**src/design/sfr_pkg.sv**
```systemverilog
package sfr_pkg;

	// Window and replacement limits; lengths written above these are clamped.
	localparam int MAX_PATTERN     = 8;
	localparam int MAX_REPLACEMENT = 8;

	// Longest run of output bytes one request can cause.
	localparam int RUN_MAX = (MAX_PATTERN > MAX_REPLACEMENT) ? MAX_PATTERN : MAX_REPLACEMENT;
	localparam int LEN_W   = $clog2(RUN_MAX + 1);
	localparam int IDX_W   = (RUN_MAX > 1) ? $clog2(RUN_MAX) : 1;
	localparam int CNT_W   = 4;

	localparam int QUEUE_DEPTH = 2;
	localparam int QPTR_W      = (QUEUE_DEPTH > 1) ? $clog2(QUEUE_DEPTH) : 1;
	localparam int QCNT_W      = $clog2(QUEUE_DEPTH + 1);

	localparam logic [7:0] NEWLINE_BYTE = 8'd10;

	typedef enum logic [0:0] {
		OP_DATA  = 1'b0,
		OP_FLUSH = 1'b1
	} op_t;

	typedef enum logic [1:0] {
		REG_PATTERN_BYTES      = 2'd0,
		REG_PATTERN_LENGTH     = 2'd1,
		REG_REPLACEMENT_BYTES  = 2'd2,
		REG_REPLACEMENT_LENGTH = 2'd3
	} cfg_reg_t;

	typedef struct packed {
		logic [63:0] pattern_bytes;
		logic [3:0]  pattern_length;
		logic [63:0] replacement_bytes;
		logic [3:0]  replacement_length;
	} cfg_t;

	// One run of output bytes, first byte in entry zero.
	typedef struct packed {
		logic [RUN_MAX-1:0][7:0] bytes;
		logic [LEN_W-1:0]        len;
	} run_t;

	function automatic logic [3:0] clamp_len(input logic [3:0] v, input logic [3:0] maxv);
		logic [3:0] r;
		if (v == 4'd0) begin
			r = 4'd1;
		end else if (v > maxv) begin
			r = maxv;
		end else begin
			r = v;
		end
		return r;
	endfunction

endpackage

```
**src/design/sfr_front.sv**
```systemverilog
module sfr_front import sfr_pkg::*; (
	input  logic       clk,
	input  logic       arst_n,
	input  cfg_t       cfg,
	input  logic       s_tvalid,
	input  logic       s_tready,
	input  logic [7:0] s_tdata,
	input  logic [0:0] s_tuser,
	output logic       push,
	output run_t       run
);

	localparam logic [3:0] PAT_MAX  = 4'(MAX_PATTERN);
	localparam logic [3:0] REPL_MAX = 4'(MAX_REPLACEMENT);

	logic [7:0]       win_q [MAX_PATTERN];
	logic [CNT_W-1:0] cnt_q;
	logic [3:0]       act_len_q;

	logic             fire;
	logic [3:0]       act_len;
	logic [7:0]       win_next [MAX_PATTERN];
	logic [MAX_PATTERN-1:0] eq_vec;
	logic [CNT_W-1:0] new_cnt;
	logic [CNT_W-1:0] cnt_d;
	logic             is_newline;
	logic             is_flush;
	logic             full;
	logic             match;
	logic             store_en;
	logic             shift_en;

	assign fire       = s_tvalid && s_tready;
	assign is_flush   = (op_t'(s_tuser) == OP_FLUSH);
	assign is_newline = (s_tdata == NEWLINE_BYTE);
	assign new_cnt    = cnt_q + CNT_W'(1);

	always_comb begin
		act_len = (cnt_q == '0) ? clamp_len(cfg.pattern_length, PAT_MAX) : act_len_q;
		for (int i = 0; i < MAX_PATTERN; i++) begin
			win_next[i] = (CNT_W'(i) == cnt_q) ? s_tdata : win_q[i];
			eq_vec[i]   = (win_next[i] == cfg.pattern_bytes[i*8 +: 8]) ||
			              (4'(i) >= act_len);
		end
		match = &eq_vec;
		full  = (new_cnt >= act_len);
	end

	always_comb begin
		for (int i = 0; i < RUN_MAX; i++) begin
			run.bytes[i] = (i < MAX_PATTERN) ? win_next[i] : 8'd0;
		end
		run.len  = '0;
		cnt_d    = cnt_q;
		store_en = 1'b0;
		shift_en = 1'b0;
		if (is_flush) begin
			run.len = LEN_W'(cnt_q);
			cnt_d   = '0;
		end else if (is_newline) begin
			// The newline already sits just past the held bytes.
			run.len = LEN_W'(new_cnt);
			cnt_d   = '0;
		end else begin
			store_en = 1'b1;
			cnt_d    = new_cnt;
			if (full) begin
				if (match) begin
					for (int i = 0; i < RUN_MAX; i++) begin
						run.bytes[i] = (i < MAX_REPLACEMENT) ?
						               cfg.replacement_bytes[i*8 +: 8] : 8'd0;
					end
					run.len = LEN_W'(clamp_len(cfg.replacement_length, REPL_MAX));
					cnt_d   = '0;
				end else begin
					run.len  = LEN_W'(1);
					cnt_d    = cnt_q;
					shift_en = 1'b1;
				end
			end
		end
	end

	assign push = fire && (run.len != '0);

	always_ff @(posedge clk or negedge arst_n) begin
		if (!arst_n) begin
			cnt_q     <= '0;
			act_len_q <= 4'd1;
		end else if (fire) begin
			cnt_q     <= cnt_d;
			act_len_q <= act_len;
		end
	end

	always_ff @(posedge clk) begin
		if (fire && store_en) begin
			if (shift_en) begin
				for (int i = 0; i < MAX_PATTERN - 1; i++) begin
					win_q[i] <= win_next[i+1];
				end
			end else begin
				win_q[cnt_q[IDX_W-1:0]] <= s_tdata;
			end
		end
	end

`ifndef SYNTHESIS
	// The window never holds a full pattern between requests.
	a_cnt_below_len: assert property (@(posedge clk) disable iff (!arst_n)
		cnt_q < act_len_q)
		else $error("window count reached active pattern length");

	a_len_in_range: assert property (@(posedge clk) disable iff (!arst_n)
		(act_len_q != 4'd0) && (act_len_q <= PAT_MAX))
		else $error("active pattern length out of range");
`endif

endmodule

```
**src/design/sfr_queue.sv**
```systemverilog
module sfr_queue import sfr_pkg::*; (
	input  logic clk,
	input  logic arst_n,
	input  logic push,
	input  run_t push_run,
	output logic not_full,
	input  logic pop,
	output logic not_empty,
	output run_t pop_run
);

	run_t              mem_q [QUEUE_DEPTH];
	logic [QPTR_W-1:0] wr_ptr_q;
	logic [QPTR_W-1:0] rd_ptr_q;
	logic [QCNT_W-1:0] count_q;

	assign not_full  = (count_q != QCNT_W'(QUEUE_DEPTH));
	assign not_empty = (count_q != '0);
	assign pop_run   = mem_q[rd_ptr_q];

	function automatic logic [QPTR_W-1:0] next_ptr(input logic [QPTR_W-1:0] p);
		return (p == QPTR_W'(QUEUE_DEPTH - 1)) ? '0 : p + QPTR_W'(1);
	endfunction

	always_ff @(posedge clk or negedge arst_n) begin
		if (!arst_n) begin
			wr_ptr_q <= '0;
			rd_ptr_q <= '0;
			count_q  <= '0;
		end else begin
			if (push) begin
				wr_ptr_q <= next_ptr(wr_ptr_q);
			end
			if (pop) begin
				rd_ptr_q <= next_ptr(rd_ptr_q);
			end
			if (push && !pop) begin
				count_q <= count_q + QCNT_W'(1);
			end else if (pop && !push) begin
				count_q <= count_q - QCNT_W'(1);
			end
		end
	end

	always_ff @(posedge clk) begin
		if (push) begin
			mem_q[wr_ptr_q] <= push_run;
		end
	end

`ifndef SYNTHESIS
	a_no_overflow: assert property (@(posedge clk) disable iff (!arst_n)
		push |-> not_full)
		else $error("request queue written while full");

	a_no_underflow: assert property (@(posedge clk) disable iff (!arst_n)
		pop |-> not_empty)
		else $error("request queue read while empty");
`endif

endmodule

```
**src/design/sfr_back.sv**
```systemverilog
module sfr_back import sfr_pkg::*; (
	input  logic       clk,
	input  logic       arst_n,
	input  logic       q_not_empty,
	input  run_t       q_run,
	output logic       q_pop,
	output logic       m_tvalid,
	input  logic       m_tready,
	output logic [7:0] m_tdata,
	output logic       m_tlast
);

	run_t             cur_q;
	logic [IDX_W-1:0] idx_q;
	logic             busy_q;
	logic             last;
	logic             done;

	assign last     = (LEN_W'(idx_q) + LEN_W'(1) == cur_q.len);
	assign done     = busy_q && m_tready && last;
	assign q_pop    = q_not_empty && (!busy_q || done);
	assign m_tvalid = busy_q;
	assign m_tdata  = cur_q.bytes[idx_q];
	assign m_tlast  = last;

	always_ff @(posedge clk or negedge arst_n) begin
		if (!arst_n) begin
			busy_q <= 1'b0;
			idx_q  <= '0;
		end else if (q_pop) begin
			busy_q <= 1'b1;
			idx_q  <= '0;
		end else if (done) begin
			busy_q <= 1'b0;
		end else if (busy_q && m_tready) begin
			idx_q <= idx_q + IDX_W'(1);
		end
	end

	always_ff @(posedge clk) begin
		if (q_pop) begin
			cur_q <= q_run;
		end
	end

`ifndef SYNTHESIS
	a_run_nonempty: assert property (@(posedge clk) disable iff (!arst_n)
		busy_q |-> (cur_q.len != '0) && (LEN_W'(idx_q) < cur_q.len))
		else $error("output index past end of run");
`endif

endmodule

```
**src/design/stream_find_replace.sv**
```systemverilog
// Streaming find-and-replace on a byte stream. Each data byte on the slave
// side enters a lookahead window as long as the configured pattern; when the
// window fills and equals the pattern, the replacement bytes go out and the
// window empties, otherwise the oldest byte goes out. A newline byte, or an
// end-of-stream request (tuser high), flushes the window unmatched, so matches
// never span lines, and a newline passes through unchanged. Every output byte
// is one master-side request, and tlast marks the final byte caused by one
// input request; an end-of-stream request with an empty window causes none.
// The front end takes one input request per clock while its two-entry run
// queue has room; the back end sends one byte per clock while m_tready is
// high, so the block sustains one byte per cycle in and out. A replacement
// or flush run holds the output, and input stalls only once two whole runs
// are queued behind it. A new pattern length applies when the window is empty.
// The user must write configuration only while idle; nothing here enforces it.
module stream_find_replace import sfr_pkg::*; (
	input  logic        clk,
	input  logic        arst_n,
	input  logic        cfg_wr_en,
	input  logic [1:0]  cfg_index,
	input  logic [63:0] cfg_data,
	input  logic        s_tvalid,
	output logic        s_tready,
	input  logic [7:0]  s_tdata,   // [7:0] data_byte
	input  logic [0:0]  s_tuser,   // [0] operation (1 = end of stream)
	output logic        m_tvalid,
	input  logic        m_tready,
	output logic [7:0]  m_tdata,   // [7:0] out_byte
	output logic        m_tlast
);

	cfg_t cfg_q;
	logic push;
	run_t push_run;
	logic q_not_full;
	logic q_not_empty;
	logic q_pop;
	run_t q_run;

	// Configuration registers; only the low nibble of the length writes is kept.
	always_ff @(posedge clk or negedge arst_n) begin
		if (!arst_n) begin
			cfg_q.pattern_bytes      <= '0;
			cfg_q.pattern_length     <= 4'd1;
			cfg_q.replacement_bytes  <= '0;
			cfg_q.replacement_length <= 4'd1;
		end else if (cfg_wr_en) begin
			unique case (cfg_reg_t'(cfg_index))
				REG_PATTERN_BYTES:      cfg_q.pattern_bytes      <= cfg_data;
				REG_PATTERN_LENGTH:     cfg_q.pattern_length     <= cfg_data[3:0];
				REG_REPLACEMENT_BYTES:  cfg_q.replacement_bytes  <= cfg_data;
				REG_REPLACEMENT_LENGTH: cfg_q.replacement_length <= cfg_data[3:0];
				default: ;
			endcase
		end
	end

	// Input is taken whenever the run queue can hold one more run.
	assign s_tready = q_not_full;

	sfr_front u_front (
		.clk      (clk),
		.arst_n   (arst_n),
		.cfg      (cfg_q),
		.s_tvalid (s_tvalid),
		.s_tready (s_tready),
		.s_tdata  (s_tdata),
		.s_tuser  (s_tuser),
		.push     (push),
		.run      (push_run)
	);

	sfr_queue u_queue (
		.clk       (clk),
		.arst_n    (arst_n),
		.push      (push),
		.push_run  (push_run),
		.not_full  (q_not_full),
		.pop       (q_pop),
		.not_empty (q_not_empty),
		.pop_run   (q_run)
	);

	sfr_back u_back (
		.clk         (clk),
		.arst_n      (arst_n),
		.q_not_empty (q_not_empty),
		.q_run       (q_run),
		.q_pop       (q_pop),
		.m_tvalid    (m_tvalid),
		.m_tready    (m_tready),
		.m_tdata     (m_tdata),
		.m_tlast     (m_tlast)
	);

endmodule

```
**config.mk**
```make
export PLATFORM = sky130hd
export DESIGN_NAME = stream_find_replace
export DESIGN_NICKNAME = d
export VERILOG_FILES = /design/src/design/sfr_pkg.sv /design/src/design/sfr_front.sv /design/src/design/sfr_queue.sv /design/src/design/sfr_back.sv /design/src/design/stream_find_replace.sv
export SDC_FILE = /design/constraint.sdc
export NUM_CORES = 1
export LEC_CHECK = 0
export BUFFER_PORTS_ARGS = -buffer_cell sky130_fd_sc_hd__buf_2
export CAP_MARGIN = 5
export CORE_AREA = 3 3 194 196
export DETAILED_ROUTE_END_ITERATION = 8
export DIE_AREA = 0 0 197 199
export GPL_TIMING_DRIVEN = 0
export PLACE_DENSITY = 0.71
export SLEW_MARGIN = 20
export SYNTH_ARGS = -nofsm -noshare
export SYNTH_HDL_FRONTEND = slang
export SYNTH_SLANG_ARGS = --single-unit
```
**constraint.sdc**
```tcl
create_clock -name clk -period 27.5 [get_ports clk]
set_input_delay 4.125 -clock clk [delete_from_list [all_inputs] [get_ports clk]]
set_output_delay 4.125 -clock clk [all_outputs]
set_load 0.01 [all_outputs]
```
==> metrics.md, run 1 <==
| Metric | Value |
|---|---|
| Status | `finished clean` |
| Compound-Gate Fraction of Synth Area | `8.29%` |
| Initial Utilization | `53.4%` |
| GRT overflow | `0` |
| CTS tree | `done` |
| Seq/Total Area, Yosys | `61.2%` |
| Critical path type | `input pin to flip-flop` |
| DR top layer | `met5` |
| DRT met1 WL | `21.7 mm` |
| Xor/xnor share of the synthesized area | `2.40%` |
| Total number of vias | `12400` |
| Die H | `199 um` |
| Most frequent cells in the layout | `edfxtp_1, mux2_2, dfrtp_1` |
| Final setup violation count | `0` |
| Pin count of the biggest net entering global routing | `78` |
| Synth Flop Type | `edfxtp_1` |
| Max FO, Critical Path | `10` |
| Port bufs | `86` |
| CP startpoint kind | `input pin` |
| Met3 wire len | `4.45 mm` |
| Crit-path leading delay family | `compound AO/OA/AOI/OAI gates` |
| Max_cap viols | `0` |
| Leak Pwr | `0.00847 uW` |
| Antenna violations before repair | `2` |
| Syn Inst Count | `1405` |
| Commonest non-fill, non-tap cell in the layout | `edfxtp_1` |
| Tot GR Track Use | `26.6%` |
| Clock transition at path regs | `0.06 ns` |
| Post-Synth Simple-Gate Area | `6.27%` |
| Pre-CTS WS | `17.94 ns` |
| WL per Instance | `25.3 um` |
| Reg2Reg Launch Point | `u_front.cnt_q[1]` |
| Bufs and invs on worst path | `7` |
| Die W | `197 um` |
| ANT nets after route | `0` |
| Yosys cell types | `72` |
| Post-route setup slack | `18.22 ns` |
| CTS root buffer | `clkbuf_16` |
| Tightest Pin Transition | `1.36 ns` |
| Largest family of logic cells by synthesized area | `multiplexers` |
| Pins Over Slew Limit | `0` |
| Detailed Route Iter0 Violations | `1203` |
| Vias in the first global route | `12400` |
| Min-Delay Startpoint | `u_front.act_len_q[3]` |
| Critical Path RT | `27.77 ns` |
| Post-CTS Setup Bufs | `0` |
| Arr. time, crit path | `9.55 ns` |
| Die area | `39200 um^2` |
| Adder-cell share of the synthesized area | `0.633%` |
| Worst setup path startpoint | `s_tdata[3]` |
| Clock skew | `0.0151 ns` |
| Dpl hpwl | `37.8 mm` |
| Layout cells sized above 1 | `30.1%` |
| R2R setup slack | `21.26 ns` |
| DRC | `0` |
| Crit. End Element | `flip-flop` |
| Mapped Area | `19400 um^2` |
| Met2 WL | `24.4 mm` |
| Asr flop ratio synth | `36.2%` |
| Final setup TNS | `0 ns` |
| H-tree depth | `2` |
| Antenna diode count | `0` |
| Total chip power | `2160 uW` |
| Ys Warns | `0` |
| Drt pass-1 iters | `7` |
| Post-synthesis mux area share | `18.4%` |
| Hold Path Class | `flip-flop to flip-flop` |
| Final #Nets | `1642` |
| Yosys reg bits | `420` |
| Routed WL | `52.1 mm` |
| Power Dens Cells | `97.3 nW/um^2` |
| Post-synth EDFFs | `268` |
| Clk_lat worst skew | `0.56 ns` |
| Fin crit share | `33.8%` |
| Clock buffer depth | `3` |
| First-pass GRT wire length | `76.9 mm` |
| Hold Buf Count CTS | `0` |
| Unrepaired setup endpoints after global routing | `false` |
| CTS resizes | `0` |
| Area delta synth->final | `14.7%` |
| Final Hold Viols | `0` |
| Floorplan row count | `70` |
| Clock sink count | `420` |
| Peak supply drop | `0.0489 mV` |
| # IOs | `91` |
| Via-per-instance ratio | `6.02` |
| Critical path's slowest cell | `a2111oi_0` |
| Crit path time final | `9.28 ns` |
| CORE AREA | `36300 um^2` |
| Critical Path Max Stage Delay | `1.06 ns` |
| CP dominant cell by count | `clkbuf_1` |
| Final Wtd Congestion | `0.936` |
| CP Cell Sequence | `buf_2 -> clkbuf_1 -> inv_1 -> clkbuf_1 -> nor2_1 -> a21oi_1 -> nor2_1 -> a2111oi_0 -> a32oi_1 -> a2111o_1 -> buf_2 -> or2_1 -> nand2b_1 -> clkbuf_1 -> clkbuf_1 -> a21oi_1` |
| Number of buffers created by CTS | `45` |
| Max_slew headroom | `7.02%` |
| Post-Syn Area per Cell | `13.8 um^2` |
| Syn Nets | `1494` |
| FMAX | `0.108 GHz` |
synth_stat cells, drive strengths merged (5+ instances only):
master | instances | share of area, %
nor2 | 52 | 1.0
inv | 60 | 1.2
buf | 20 | 0.50
nor3 | 12 | 0.34
xor2 | 34 | 1.5
ha | 9 | 0.58
xnor2 | 19 | 0.86
clkbuf | 59 | 1.1
nor2b | 49 | 1.6
or3 | 7 | 0.23
a31oi | 5 | 0.39
nor4 | 6 | 0.19
nand3 | 5 | 0.13
nand3b | 6 | 0.23
mux2i | 46 | 2.4
o21ai | 50 | 1.3
nor3b | 8 | 0.44
mux2 | 243 | 14
o221a | 8 | 0.46
mux4 | 16 | 1.9
dfrtp | 149 | 19
o22ai | 36 | 1.2
edfxtp | 268 | 42
a21oi | 92 | 2.4
o2111ai | 6 | 0.27
nand2b | 9 | 0.29
nand2 | 61 | 1.2
path summary, 6_finish.rpt:
| check | cells past startpoint | end |
|---|---|---|
| min in group asynchronous | 1 | cfg_q[17] |
| worst max register to register | 17 | u_queue.mem_q[0][31] |
| worst min-delay path | 2 | u_front.act_len_q[3] |
| worst max-delay path | 16 | u_queue.mem_q[0][31] |
| worst min register to register | 2 | u_front.act_len_q[3] |
| max in group asynchronous | 2 | cfg_q[120] |
flip-flops by register name, summed over array words and instances (netlist names), 2 cells and up:
name / cells
u_front.win_q: 64
u_back.cur_q: 68
u_front.cnt_q: 4
u_queue.mem_q: 136
u_back.idx_q: 3
cfg_q: 136
u_queue.count_q: 2
u_front.act_len_q: 4
through the flow:
step	cell area (um^2)	hold slack, ns	std cells	util, %
after CTS	22200	0.483	2058	61.3
after floorplan	19400	0.449	1405	-
after detailed placement	20700	0.470	1974	57.1
after global routing	22200	0.503	2058	61.3
after global placement	20400	0.463	1959	56.2
final	22200	0.486	2058	61.3
routing by layer:
layer  vias up  track usage (%)
met1      6212             36.7
met3       117             5.96
li1       5533                -
met2       521             42.6
met5         -                0
met4         4             8.37
worst reg2reg max path, delay by kind of cell, from the launching register on:
kind	cells	cell delay [ns]
AOI/OAI and AO/OA	5	2.50
adders and majority gates	1	0.26
buffers and inverters	6	1.97
DFF	1	0.41
and+or+nand+nor	5	0.81
final cells by class:
type                            instances  area [um^2]
Timing Repair Buffer                  101          697
Multi-Input combinational cell        846         7020
Buffer                                 79          318
Clock buffer                           59         1270
Sequential cell                       420        11900
Tap cell                              468          586
Clock inverter                         25          246
Inverter                               60          225
Fill cell                            2841        14000
cells by family (layout without fill, tap and decap cells):
group / after synthesis / in the layout
DFF: 420 / 420
muxes: 305 / 305
AOI/OAI and AO/OA: 246 / 246
and+or+nand+nor: 232 / 232
buffers and inverters: 139 / 324
xor gates and xnor gates: 53 / 53
adders and majority gates: 10 / 10
where the power goes:
| group | total (uW) | switching [uW] | internal (uW) |
|---|---|---|---|
| clock network | 616 | 251 | 365 |
| logic | 638 | 372 | 266 |
| registers | 908 | 64.6 | 843 |
| total | 2160 | 687 | 1470 |
Power figures use the tool's default switching activity.
==> run 2, diff against run 1 <==
ABC_AREA = 1   (was unset)
CORE_AREA = 3 3 195 197   (was 3 3 194 196)
DIE_AREA = 0 0 198 200   (was 0 0 197 199)
PLACE_DENSITY = 0.74   (was 0.71)
clock period = 7.9 ns   (was 27.5 ns; I/O delays follow)
==> metrics.md, run 2 <==
| Metric | Value |
|---|---|
| ANT nets after route | `0` |
| Antenna diode count | `0` |
| Hold Path Class | `flip-flop to flip-flop` |
| Seq/Total Area, Yosys | `60.5%` |
| WL per Instance | `19.6 um` |
| Top cells by count, synth | `nand2_1, edfxtp_1, o21ai_0` |
| Top flop regs | `cfg_q: 136 flops, u_queue.mem_q: 136 flops, u_back.cur_q: 68 flops` |
| DRC | `0` |
| Detailed Route Iter0 Violations | `1611` |
| Clock buffer depth | `3` |
| Syn Inst Count | `2170` |
| Peak supply drop | `0.169 mV` |
| Port bufs | `81` |
| Antenna violations before repair | `1` |
| Yosys top cell area share | `41.1%` |
| Die area | `39600 um^2` |
| # fillers | `3122` |
| # IOs | `91` |
| Finished Layout Cells | `2804` |
| Pin count of the biggest net entering global routing | `82` |
| Hold Buf Count CTS | `0` |
| Placed insts | `2724` |
| Mapped Area | `19600 um^2` |
| Crit. End Element | `flip-flop` |
| Yosys reg bits | `420` |
| Synth Flop Type | `edfxtp_1` |
| Final Wtd Congestion | `0.945` |
| CTS root buffer | `clkbuf_16` |
| Post-CTS Setup Bufs | `0` |
| Area delta synth->final | `13.2%` |
| Unrepaired setup endpoints after global routing | `false` |
| H-tree depth | `2` |
| Tot GR Track Use | `28.0%` |
| GRT overflow | `0` |
| Die W | `198 um` |
| CORE AREA | `36400 um^2` |
| Layout cells sized above 1 | `9.12%` |
| Clock skew | `0.0284 ns` |
| Max_slew headroom | `23.9%` |
| Commonest non-fill, non-tap cell in the layout | `nand2_1` |
| Crit path time final | `4.96 ns` |
| CTS tree | `done` |
| Floorplan row count | `70` |
| Multi-input logic area | `6590 um^2` |
| Arr. time, crit path | `5.26 ns` |
| Final setup violation count | `0` |
| Most frequent cells in the layout | `nand2_1, edfxtp_1, o21ai_0` |
| CP startpoint kind | `flip-flop` |
| Critical path type | `flip-flop to flip-flop` |
| Status | `finished clean` |
| Post-Syn Area per Cell | `9.03 um^2` |
| Dpl hpwl | `40.6 mm` |
| Post-synth top area cell | `edfxtp_1` |
| Clock transition at path regs | `0.06 ns` |
| Ys Warns | `0` |
| FMAX | `0.202 GHz` |
| Syn Nets | `2259` |
| Final Hold Viols | `0` |
| Via-per-instance ratio | `5.59` |
| Max FO, Critical Path | `10` |
| Max_cap viols | `0` |
| Die H | `200 um` |
| Initial Utilization | `53.8%` |
| Tightest Pin Transition | `1.14 ns` |
| First-pass GRT wire length | `84.0 mm` |
| Fin crit share | `62.8%` |
| Routed WL | `55.0 mm` |
| Most common cell in the netlist | `nand2_1` |
| Yosys cell types | `36` |
| Critical Path RT | `8.19 ns` |
| Register area | `11900 um^2` |
| Final hold slack | `0.483 ns` |
| Asr flop ratio synth | `36.2%` |
| CTS resizes | `0` |
| Pins Over Slew Limit | `0` |
| Number of buffers created by CTS | `43` |
| Vias in the first global route | `15000` |
| Post-synth EDFFs | `268` |
| Clk_lat worst skew | `0.57 ns` |
| Clock sink count | `420` |
| Leak Pwr | `0.0101 uW` |
| Dominant cells by area after synthesis | `edfxtp_1, dfrtp_1, nand2_1` |
| Total number of vias | `15700` |
| Drt pass-1 iters | `6` |
| Power Dens Cells | `349 nW/um^2` |
| Final #Nets | `2390` |
[run 2: cell types whose count changed after synthesis, moves of 38 or more]
cell	change
a21oi_1	-79
a31oi_1	+63
inv_1	+121
mux2_2	-243
mux2i_1	-45
nand2_1	+725
nand3_1	+85
nor2_1	+107
nor2b_1	-49
o21ai_0	+156
o21ai_1	+38
[run 2: kinds of logic (layout without fill, tap and decap cells)]
logic type	count (synthesis)	count (layout)	share of synthesized area, %
compound gates	339	339	9.28
simple gates	1104	1104	23.2
xor+xnor	10	10	0.447
flops	420	420	60.5
fa+ha+maj	9	9	0.575
buf+inv	288	454	5.95
[run 2: critical path, stage by stage, from the launching register on]
cell      delay (ns)
dfrtp_1         0.47
inv_1           0.29
ha_1            0.35
nand2_2         0.15
nor2_2          0.18
o21ai_0         0.16
nand2_1         0.20
ha_1            0.26
inv_1           0.05
nand2_1         0.05
o21ai_0         0.13
inv_1           0.06
nand2_1         0.07
nand2_1         0.05
nand2_1         0.05
nand2_1         0.12
inv_1           0.10
nor2_1          0.06
nand3_1         0.09
clkbuf_1        0.63
clkbuf_1        0.61
nor2_1          0.15
a31oi_1         0.41
[run 2: path summary, 6_finish.rpt]
check | start | cells past startpoint | slack (ns) | to
worst max-delay path | u_front.cnt_q[0] | 22 | 2.94 | u_queue.mem_q[1][53]
worst min register to register | cfg_q[23] | 2 | 0.48 | cfg_q[23]
min in group asynchronous | arst_n | 1 | 0.59 | u_queue.count_q[0]
worst max register to register | u_front.cnt_q[0] | 22 | 2.94 | u_queue.mem_q[1][53]
worst min-delay path | cfg_q[23] | 2 | 0.48 | cfg_q[23]
max in group asynchronous | arst_n | 2 | 6.51 | cfg_q[95]
[run 2: cell type report]
| cell class | count | area share [%] |
|---|---|---|
| clock buffers | 65 | 5.60 |
| repair buffers | 86 | 2.43 |
| multi-input cells | 1462 | 29.7 |
| clock inverters | 15 | 0.903 |
| well taps | 468 | 2.64 |
| plain buffers | 100 | 2.05 |
| inverters | 188 | 3.23 |
| flip-flops and latches | 420 | 53.5 |
[run 2: layer usage]
layer	global-route usage (%)	share of wire (%)	routed length (um)
met5	0	0.022	12
met4	12.0	4.6	2520
met3	4.90	8.9	4910
met2	44.1	45	24800
met1	38.8	41	22800
[run 2: through the flow]
stage	TNS, ns	util, %	setup WS [ns]	cell area [um^2]	power (uW)
finish	0	60.9	2.94	22200	7740
detailed placement	0	56.9	2.67	20700	5660
floorplan	0	-	1.87	19600	4830
global route	0	60.9	2.69	22200	8170
CTS	0	60.9	3.07	22200	7730
global placement	-43.43	56.5	-0.641	20600	5560
[run 2: power breakdown]
part | leakage [uW] | total, uW | switching (uW) | internal (uW)
Sequential | 0.00436 | 3350 | 226 | 3130
Clock | 0.000701 | 2080 | 853 | 1220
Combinational | 0.00502 | 2310 | 1630 | 681
Total | 0.0101 | 7740 | 2710 | 5030
==> run 3, diff against run 2 <==
PLACE_DENSITY = 0.71   (was 0.74)
clock period = 5.1 ns   (was 7.9 ns; I/O delays follow)
==> metrics.md, run 3 (same netlist as run 2, synthesis figures left out) <==
| Metric | Value |
|---|---|
| Die H | `200 um` |
| Antenna violations before repair | `0` |
| Hold Path Class | `input pin to asynchronous set/reset pin` |
| Max_slew headroom | `9.75%` |
| Vias in the first global route | `14800` |
| Clock sink count | `420` |
| Total number of vias | `15700` |
| Antenna diode count | `0` |
| FMAX | `0.206 GHz` |
| Final setup violation count | `0` |
| Final hold slack | `0.148 ns` |
| Pin count of the biggest net entering global routing | `82` |
| ANT nets after route | `0` |
| Status | `finished clean` |
| Area delta synth->final | `13.3%` |
| Final Wtd Congestion | `0.971` |
| DRC | `0` |
| Die W | `198 um` |
| # IOs | `91` |
| Max FO, Critical Path | `10` |
| Number of buffers created by CTS | `44` |
| H-tree depth | `2` |
| Port bufs | `81` |
| Dpl hpwl | `40.9 mm` |
| Hold Buf Count CTS | `0` |
| Leak Pwr | `0.0101 uW` |
| Commonest non-fill, non-tap cell in the layout | `nand2_1` |
| GRT overflow | `0` |
| Fin crit share | `95.3%` |
| CTS resizes | `0` |
| Crit path time final | `4.86 ns` |
| Die area | `39600 um^2` |
| Layout cells sized above 1 | `9.36%` |
| Top flop regs | `cfg_q: 136 flops, u_queue.mem_q: 136 flops, u_back.cur_q: 68 flops` |
| CTS root buffer | `clkbuf_16` |
| Unrepaired setup endpoints after global routing | `false` |
| Post-CTS Setup Bufs | `0` |
| Pins Over Slew Limit | `0` |
| Power Dens Cells | `540 nW/um^2` |
| Max_cap viols | `0` |
| Routed WL | `55.5 mm` |
| Most frequent cells in the layout | `nand2_1, edfxtp_1, o21ai_0` |
| Tot GR Track Use | `28.3%` |
| Crit. End Element | `flip-flop` |
| Post-route setup slack | `0.242 ns` |
| Pre-CTS WS | `0.198 ns` |
| CTS tree | `done` |
| Final Util | `60.9%` |
| CP startpoint kind | `flip-flop` |
| Clock buffer depth | `3` |
| Clock transition at path regs | `0.06 ns` |
| Detailed Route Iter0 Violations | `1639` |
| CORE AREA | `36400 um^2` |
| Final Hold Viols | `0` |
| Via-per-instance ratio | `5.60` |
| Peak supply drop | `0.326 mV` |
| Critical path type | `flip-flop to flip-flop` |
| Clock skew | `0.0227 ns` |
| Tightest Pin Transition | `1.34 ns` |
| Initial Utilization | `53.8%` |
| Critical Path RT | `5.42 ns` |
| Drt pass-1 iters | `6` |
| Clk_lat worst skew | `0.59 ns` |
| First-pass GRT wire length | `84.2 mm` |
| Floorplan row count | `70` |
| Arr. time, crit path | `5.17 ns` |
| WL per Instance | `19.8 um` |
| Final #Nets | `2392` |
==> run 3: cell types whose count changed in the layout (fill, tap and decap cells not counted), sizes merged <==
cell / before / now
bufinv: 4 / 3
clkinvlp: 1 / 3
buf: 112 / 113
clkinv: 10 / 24
clkbuf: 139 / 126
==> run 3: metrics by stage <==
stage                     instance area (um^2)  total power [uW]  cells  TNS, ns
final                                    22200             12000   2807        0
after global routing                     22200             12700   2807        0
after CTS                                22200             12000   2807        0
after detailed placement                 20800              8790   2725        0
after global placement                   20600              8620   2719  -152.20
after floorplan                          19600              7480   2170        0
==> run 3: final cells by class <==
class,count,area [um^2]
plain buffers,100,454
clock buffers,52,1180
clock inverters,30,260
fillers,3126,14200
inverters,188,716
multi-input cells,1462,6590
flip-flops and latches,420,11900
well taps,468,586
repair buffers,87,566
==> run 3: power breakdown <==
part	total [uW]	leakage (uW)	internal [uW]	switching, uW
Sequential	5200	0.00436	4840	355
Clock	3210	0.000710	1830	1380
Combinational	3590	0.00503	1060	2530
Total	12000	0.0101	7740	4270
==> run 3: worst max-delay path: stages, from the launching register on <==
cell and delay (ns):
dfrtp_1 0.48, inv_1 0.27, ha_1 0.32, nand2_2 0.14, nor2_2 0.17, o21ai_0 0.15, nand2_1 0.16, ha_1 0.25
inv_1 0.05, nand2_1 0.05, o21ai_0 0.14, inv_1 0.05, nand2_1 0.06, nand2_1 0.05, nand2_1 0.05, nand2_1 0.12
inv_1 0.10, nor2_1 0.06, nand3_1 0.10, clkbuf_1 0.62, clkbuf_1 0.59, nor2_1 0.15, a31oi_1 0.43
==> run 3: per-layer routing <==
metal | up-vias | share of wire, % | track usage, %
li1 | 7442 | - | -
met1 | 7446 | 41 | 39.3
met2 | 682 | 45 | 44.1
met3 | 146 | 8.7 | 5.57
met4 | 0 | 4.6 | 12.1
met5 | - | 0 | 0
==> run 3: worst paths after layout <==
| kind | startpoint | end | slack [ns] | cells past startpoint |
|---|---|---|---|---|
| max in group asynchronous | arst_n | cfg_q[95] | 4.12 | 2 |
| hold / removal | arst_n | u_back.idx_q[2] | 0.15 | 1 |
| hold reg to reg | u_queue.wr_ptr_q | u_queue.wr_ptr_q | 0.48 | 2 |
| setup reg to reg | u_front.cnt_q[0] | u_queue.mem_q[1][52] | 0.24 | 22 |
| min in group clk | cfg_data[30] | cfg_q[34] | 0.44 | 3 |
| setup / recovery | u_front.cnt_q[0] | u_queue.mem_q[1][52] | 0.24 | 22 |
